--- src/design/rcpg_pkg.sv ---
// Package for the random cyclic permutation generator.
// Holds actions, register indexes, widths, reset values, xorshift constants and step; no dependencies.
package rcpg_pkg;
    localparam int unsigned LcW = 13;
    localparam int unsigned IdxW = 12;
    localparam int unsigned CfgW = 64;
    localparam int unsigned CfgAddrW = 1;
    localparam int unsigned MaxLines = 4096;
    localparam logic [63:0] SeedReset = 64'h9e3779b97f4a7c15;
    localparam logic [LcW-1:0] LineCountReset = 13'd4096;
    localparam int unsigned XsA = 13;
    localparam int unsigned XsB = 7;
    localparam int unsigned XsC = 17;

    typedef enum logic [0:0] {
        ACT_GENERATE = 1'b0,
        ACT_QUERY    = 1'b1
    } action_t;

    typedef enum logic [CfgAddrW-1:0] {
        REG_LINE_COUNT = 1'b0,
        REG_SEED       = 1'b1
    } reg_index_t;

    function automatic logic [63:0] xorshift_step(input logic [63:0] x);
        logic [63:0] a;
        logic [63:0] b;
        a = x ^ (x << XsA);
        b = a ^ (a >> XsB);
        return b ^ (b << XsC);
    endfunction
endpackage

--- src/design/rcpg_divider.sv ---
// Restoring remainder unit: 64-bit dividend modulo a narrow divisor.
// One quotient bit per cycle; imports rcpg_pkg.
module rcpg_divider
    import rcpg_pkg::*;
#(
    parameter int unsigned DW = 13
)
(
    input  logic          clk,
    input  logic          rst_n,
    input  logic          go,
    input  logic [63:0]   dividend,
    input  logic [DW-1:0] divisor,
    output logic          done,
    output logic [DW-1:0] remainder
);
    logic [63:0]   quo_reg;
    logic [DW:0]   rem_reg;
    logic [DW-1:0] div_reg;
    logic [6:0]    cnt_reg;
    logic          busy_reg;
    logic [DW:0]   shifted;
    logic [DW:0]   diff;

    assign shifted   = {rem_reg[DW-1:0], quo_reg[63]};
    assign diff      = shifted - {1'b0, div_reg};
    assign remainder = rem_reg[DW-1:0];

    always_ff @(posedge clk or negedge rst_n)
    begin
        if (!rst_n)
        begin
            busy_reg <= 1'b0;
            done     <= 1'b0;
            cnt_reg  <= '0;
        end
        else
        begin
            done <= 1'b0;
            if (go)
            begin
                busy_reg <= 1'b1;
                cnt_reg  <= 7'd64;
                quo_reg  <= dividend;
                rem_reg  <= '0;
                div_reg  <= divisor;
            end
            else if (busy_reg)
            begin
                // one restoring step: shift in next bit, subtract if it fits
                quo_reg <= {quo_reg[62:0], 1'b0};
                rem_reg <= diff[DW] ? shifted : diff;
                cnt_reg <= cnt_reg - 7'd1;
                if (cnt_reg == 7'd1)
                begin
                    busy_reg <= 1'b0;
                    done     <= 1'b1;
                end
            end
        end
    end
endmodule

--- config.mk ---
export PLATFORM = sky130hd
export DESIGN_NAME = rcpg_divider
export DESIGN_NICKNAME = d
export VERILOG_FILES = /design/src/design/rcpg_pkg.sv /design/src/design/rcpg_divider.sv
export SDC_FILE = /design/constraint.sdc
export NUM_CORES = 1
export LEC_CHECK = 0
export BUFFER_PORTS_ARGS = -buffer_cell sky130_fd_sc_hd__buf_4
export CAP_MARGIN = 20
export CORE_AREA = 2 2 96 98
export CTS_BUF_LIST = sky130_fd_sc_hd__clkbuf_8
export CTS_CLUSTER_DIAMETER = 100
export DETAILED_ROUTE_END_ITERATION = 8
export DIE_AREA = 0 0 98 100
export GPL_ROUTABILITY_DRIVEN = 0
export GPL_TIMING_DRIVEN = 0
export PLACE_DENSITY_LB_ADDON = 0.3
export SYNTH_ARGS = -nofsm -noshare
export SYNTH_HDL_FRONTEND = slang
export SYNTH_SLANG_ARGS = --single-unit
--- constraint.sdc ---
create_clock -name clk -period 5.9 [get_ports clk]
set_clock_uncertainty 0.1 [all_clocks]
set_input_delay 1.18 -clock clk [delete_from_list [all_inputs] [get_ports clk]]
set_output_delay 1.18 -clock clk [all_outputs]
set_load 0.01 [all_outputs]
==> qor.csv, run 1 <==
stage;metric;value;unit
outcome;status;finished clean;
logic_synthesis;synth_flop_cell;edfxtp_1;
cts;root_buffer;clkbuf_8;
logic_synthesis;synth.top_cell.area_share;55.3;%
die;die_area;9800;µm²
critical_path;reg2reg_from;rem_reg[2];
logic_synthesis;ys_ff_latch;99;
critical_path;worstRegToRegCells;9;
cts;path_clk_slew;90;ps
final_layout;largest_reg_flops;64;
critical_path;critPathKind;primary input to flop;
sta;hold_viol;0;
logic_synthesis;synth_warnings;0;
detailed_routing;remaining_drc_errors;0;
global_route;grt.overflow.total;0;
die;num_rows;35;
final_layout;fillCellCount;640;
pwr;leakagePower;2.41;nW
global_route;grt_pass1_vias;3176;
logic_synthesis;synth_edf_count;90;
final_layout;area_growth;23.0;%
cts;cts_made_buffers;9;
final_layout;regArea;2930;µm²
logic_synthesis;synth_area;4890;µm²
place;placed_cells;549;
detailed_routing;wirelength;9200;µm
die;die_w;98;µm
critical_path;cpPeakStageDelay;480;ps
critical_path;cpMostUsedCell;clkbuf_1;
critical_path;critical_path.top_delay_family;buffers and inverters;
sta;fin_crit;3180;ps
cts;clock_latency;360;ps
job;drv_cap;0;
worst_hold_path;holdPathStages;2;
worst_hold_path;min_to;cnt_reg[6];
detailed_routing;vias;3064;
die;pin_count;94;
critical_path;cp-start-kind;primary input;
logic_synthesis;synth.most_common_cell;edfxtp_1;
detailed_routing;wl_per_cell;16.3;µm
logic_synthesis;synth_common_cells;edfxtp_1 (90), mux2_2 (63), nor2_1 (26), inv_1 (20), ha_1 (15);
final_layout;multi_input_area;1830;µm²
logic_synthesis;syn_inst;344;
sta;rsz0062_at_grt;no;
detailed_routing;first_iter_violations;165;
die;start_util;55.0;%
place;dp_hpwl;6500;µm
sta;setup_tns;0;ps
sta;slew_headroom;54.8;%
global_route;grt_pass1_wl;15400;µm
logic_synthesis;syn_nets;440;
cts;postCtsSetupBuffers;0;
detailed_routing;via_per_inst;5.42;
sta;setup_viol;0;
sta;post-route-period-util;54.0;%
critical_path;r2r_end;rem_reg[7];
logic_synthesis;synth_largest_area_cell;edfxtp_1;
logic_synthesis;synth.avg_cell_area;14.2;µm²
final_layout;drive_above_1_share;40.1;%
final_layout;nNetsFinal;545;
worst_hold_path;hold_path.class;flop to flop;
pwr;peakVddDrop;226;µV
logic_synthesis;synth.distinct_cells;49;
cts;cts.sinks;99;
sta;timing.fmax;314;MHz
critical_path;crit_required;5860;ps
detailed_routing;ant_nets;0;
critical_path;cp.buffers_inverters;4;
cts;htreeDepth;3;
sta;finalMaxSlewViolations;0;
sta;whs;438;ps
critical_path;reg2reg_setup_slack;3070;ps
critical_path;critPathArrivalTime;3150;ps
logic_synthesis;ys_top_cells_by_area;edfxtp_1 (55%), mux2_2 (15%), dfrtp_1 (4.6%), ha_1 (3.8%), nor2_1 (2.0%);
logic_synthesis;async_reset_ff_share;9.09;%
cts;cts_tree;built;
global_route;track_usage;19.8;%
final_layout;antenna_cells;0;
global_route;antenna_found_initial;0;
place;io_buffer_count;92;
critical_path;slowest_stage;clkbuf_1;
global_route;grt_max_degree;27;
sta;tightest_slew;679;ps
logic_synthesis;seq_area_frac_synth;59.9;%
final_layout;fin_cells;565;
die;core_area;8890;µm²
cts;hold_buffers;0;
critical_path;crit_fanout;26;
critical_path;path_cells;clkbuf_1, clkbuf_1, nor2_1, nor2b_4, buf_12, buf_16;
worst_hold_path;hold_start;cnt_reg[6];
cts;clock_path_buffers;2;
detailed_routing;drt_pass1_iterations;5;
critical_path;endpoint_kind;flop;
cts;post_cts_resized;0;
pwr;power_density;343;nW/µm²
die;die_h;100;µm
## kinds of logic (layout without fill, tap and decap cells)
group | Yosys count | in the layout | share of synthesized area [%]
AO/OA/AOI/OAI | 46 | 46 | 7.68
XOR/XNOR | 16 | 16 | 3.25
adder cells (fa/ha/maj) | 16 | 16 | 4.25
buffers and inverters | 34 | 144 | 2.84
flip-flops | 99 | 99 | 59.9
multiplexers | 71 | 71 | 16.2
AND/OR/NAND/NOR | 62 | 62 | 5.91
## cell type report
class,instances,share of cell area (%)
Tap cell,111,2.31
Clock inverter,7,1.92
Buffer,14,1.06
Sequential cell,99,48.7
Multi-Input combinational cell,211,30.4
Clock buffer,9,2.06
Timing Repair Buffer,94,12.3
Inverter,20,1.25
## metal layers
metal,share of wire (%),wire (µm),GRT usage (%)
met1,43,3970,25.5
met3,5.9,542,5.57
met2,49,4520,32.5
met4,1.8,165,7.16
met5,0,0,0
## worst max path at each step
stage | cells after the start | startpoint | endpoint
floorplan | 4 | go | quo_reg[0]
global placement | 4 | go | quo_reg[17]
detailed placement | 6 | go | quo_reg[18]
CTS | 6 | go | quo_reg[29]
global route | 6 | go | quo_reg[30]
finish | 6 | go | quo_reg[27]
## power by group
part,switching [mW],internal (mW)
Sequential,0.0591,0.875
Clock,0.235,0.281
Combinational,0.300,0.310
## stage by stage
step | instance area [µm²] | total power, mW | util [%] | worst slack (ps)
after CTS | 6010 | 2.07 | 67.6 | 2620
final | 6010 | 2.06 | 67.6 | 2720
after floorplan | 4890 | 1.38 | - | 606
after global placement | 5720 | 1.54 | 64.3 | -945
after global routing | 6010 | 2.17 | 67.6 | 2500
after detailed placement | 5770 | 1.55 | 64.9 | 2240
## layout by cell type (no fill, tap or decap), types with 11 or more instances in the layout
| master | instances |
|---|---|
| nor2_1 | 26 |
| buf_4 | 92 |
| nand2_1 | 14 |
| mux2_2 | 63 |
| edfxtp_1 | 90 |
| ha_1 | 15 |
| inv_1 | 20 |
| clkbuf_1 | 11 |
## worst reg2reg max path, stage by stage (launching register included)
cell	delay (ps)
edfxtp_1	450
ha_1	380
and2_4	190
a221oi_2	290
a21o_1	220
a21oi_4	90
xnor2_4	360
buf_8	210
mux2i_1	200
a211oi_1	90
No activity file was read; power rests on OpenSTA's default activity.
==> run 2, diff against run 1 <==
--- a/config.mk
+++ b/config.mk
@@ -7,11 +7,11 @@
 export LEC_CHECK = 0
 export BUFFER_PORTS_ARGS = -buffer_cell sky130_fd_sc_hd__buf_4
 export CAP_MARGIN = 20
-export CORE_AREA = 2 2 96 98
+export CORE_AREA = 2 2 100 102
 export CTS_BUF_LIST = sky130_fd_sc_hd__clkbuf_8
 export CTS_CLUSTER_DIAMETER = 100
 export DETAILED_ROUTE_END_ITERATION = 8
-export DIE_AREA = 0 0 98 100
+export DIE_AREA = 0 0 102 104
 export GPL_ROUTABILITY_DRIVEN = 0
 export GPL_TIMING_DRIVEN = 0
 export PLACE_DENSITY_LB_ADDON = 0.3
==> constraint.sdc (replaced) <==
create_clock -name clk -period 2.8 [get_ports clk]
set_clock_uncertainty 0.1 [all_clocks]
set_input_delay 0.56 -clock clk [delete_from_list [all_inputs] [get_ports clk]]
set_output_delay 0.56 -clock clk [all_outputs]
set_load 0.01 [all_outputs]
==> run 2 against run 1 <==
Compared with the run above: die area grew 8.2%; worst setup slack worse by 2600 ps; highest routed layer unchanged; count of clock-buffer cells in the layout did not move; worst hold slack lost 200 ps; largest cell class unchanged; power rose by 110%; register-to-register slack worse by 3000 ps; sequential power is 110% higher; first-iteration DRC count decreased by 36%; sequential share of layout area fell by 1.0 points.
==> qor.csv, run 2 (synthesis results as in run 1) <==
stage;metric;value;unit
job;drv_cap;0;
sta;setup_tns;0;ps
critical_path;critical_path.top_delay_family;compound AO/OA/AOI/OAI gates;
cts;clock_latency;390;ps
place;io_buffer_count;92;
pwr;seq_power_share;44.7;%
final_layout;drive_above_1_share;42.4;%
pwr;swShare;29.7;%
worst_hold_path;hold_path.class;primary input to flop;
critical_path;crit_required;2900;ps
cts;cts.sinks;99;
cts;cts_made_buffers;9;
place;dp_hpwl;6660;µm
die;die_w;102;µm
final_layout;area_growth;25.7;%
critical_path;slowest_stage;edfxtp_1;
cts;clock_path_buffers;2;
detailed_routing;first_iter_violations;105;
global_route;grt_pass1_vias;3296;
critical_path;endpoint_kind;flop;
cts;root_buffer;clkbuf_8;
sta;timing.fmax;373;MHz
detailed_routing;wl_met1;3970;µm
critical_path;critPathKind;flop to flop;
place;dp_worst_setup_slack;-146;ps
die;start_util;51.2;%
die;num_rows;36;
sta;setup_viol;0;
final_layout;layout_commonest_cell;buf_4;
critical_path;cp-start-kind;flop;
detailed_routing;top_layer;met4;
detailed_routing;wl_met2;4690;µm
die;core_area;9550;µm²
detailed_routing;ant_nets;0;
global_route;grt_max_degree;31;
final_layout;antenna_cells;0;
cts;path_clk_slew;100;ps
final_layout;largest_reg_flops;64;
pwr;p_sw;1.31;mW
sta;whs;243;ps
detailed_routing;wl_met3;733;µm
detailed_routing;vias;3162;
cts;htreeDepth;3;
global_route;track_usage;19.6;%
critical_path;r2r_end;rem_reg[10];
pwr;peakVddDrop;655;µV
sta;post-route-period-util;95.8;%
critical_path;worstSetupStartpoint;rem_reg[1];
die;die_area;10600;µm²
pwr;p_clk_share;23.6;%
worst_hold_path;hold_start;divisor[0];
pwr;leakagePower;2.46;nW
detailed_routing;via_per_inst;5.29;
detailed_routing;wirelength;9690;µm
critical_path;setup.worst_path.end;rem_reg[10];
sta;setup_ws;117;ps
sta;tightest_slew;728;ps
global_route;antenna_found_initial;0;
sta;finalMaxSlewViolations;0;
final_layout;nNetsFinal;556;
critical_path;cp.buffers_inverters;1;
detailed_routing;wl_per_cell;16.2;µm
critical_path;reg2reg_setup_slack;120;ps
global_route;grt.overflow.total;0;
die;pin_count;94;
global_route;grt_pass1_wl;15900;µm
critical_path;worstRegToRegCells;9;
pwr;p_comb_share;31.8;%
cts;cts_tree;built;
detailed_routing;remaining_drc_errors;0;
final_layout;layout_common_cells;buf_4 (101), edfxtp_1 (90), mux2_2 (63);
die;die_h;104;µm
pwr;intPower;3.10;mW
detailed_routing;drt_pass1_iterations;6;
outcome;status;finished clean;
sta;hold_viol;0;
pwr;power_density;717;nW/µm²
place;placed_cells;571;
sta;slew_headroom;51.5;%
critical_path;crit_fanout;4;
final_layout;fin_cells;598;
critical_path;reg2reg_from;rem_reg[1];
critical_path;critPathArrivalTime;2780;ps
critical_path;path_cells;ha_1, nor2b_1, o31a_1, o41ai_4, buf_4, nor2_1, o32ai_1, nor3_1, a2111oi_2;
sta;fin_crit;2680;ps
critical_path;cpPeakStageDelay;430;ps
critical_path;crit_cells;9;
## run 2: power groups by stage
stage | logic, mW | registers, mW | clock network, mW
after floorplan | 0.910 | 1.99 | 0
after global placement | 1.23 | 2.00 | 0
after detailed placement | 1.27 | 2.00 | 0
after CTS | 1.34 | 1.97 | 1.07
after global routing | 1.54 | 1.99 | 1.11
final | 1.40 | 1.97 | 1.04
## run 2: per-layer routing
| layer | GRT usage, % | vias up |
|---|---|---|
| met5 | 0 | - |
| met4 | 8.76 | 0 |
| met3 | 7.66 | 29 |
| met2 | 29.9 | 100 |
| met1 | 24.5 | 1516 |
| li1 | - | 1517 |
## run 2: timing repair
item,CTS,global route
setup endpoints to repair,3,10
pin swaps,1,7
hold buffers,1,0
gates resized for setup,0,5
setup buffers,2,8
endpoints found under the hold margin,9,0
## run 2: worst min path at each step
| stage | endpoint | depth (start not counted) | slack, ps |
|---|---|---|---|
| 2_1_floorplan | busy_reg | 0 | 160 |
| 3_3_place_gp | done | 1 | 370 |
| 3_5_place_dp | done | 1 | 370 |
| 4_1_cts | div_reg[0] | 1 | 220 |
| 5_1_grt | div_reg[0] | 1 | 220 |
| 6_report | div_reg[0] | 1 | 240 |
## run 2: layout make-up
| cell class | instances | area (µm²) |
|---|---|---|
| sequential | 99 | 2930 |
| inverter | 20 | 75.1 |
| tap | 133 | 166 |
| clock buffer | 9 | 124 |
| fill | 769 | 3410 |
| timing repair buffer | 105 | 836 |
| buffer | 14 | 63.8 |
| multi-input combinational | 211 | 1850 |
| clock inverter | 7 | 97.6 |
## run 2: metrics by stage
stage                     cell area (µm²)  utilization (%)  total power [mW]
after global routing                 6140             64.3              4.65
after CTS                            6060             63.4              4.39
after floorplan                      4890                -              2.90
final                                6140             64.3              4.41
after global placement               5750             60.2              3.23
after detailed placement             5800             60.7              3.28
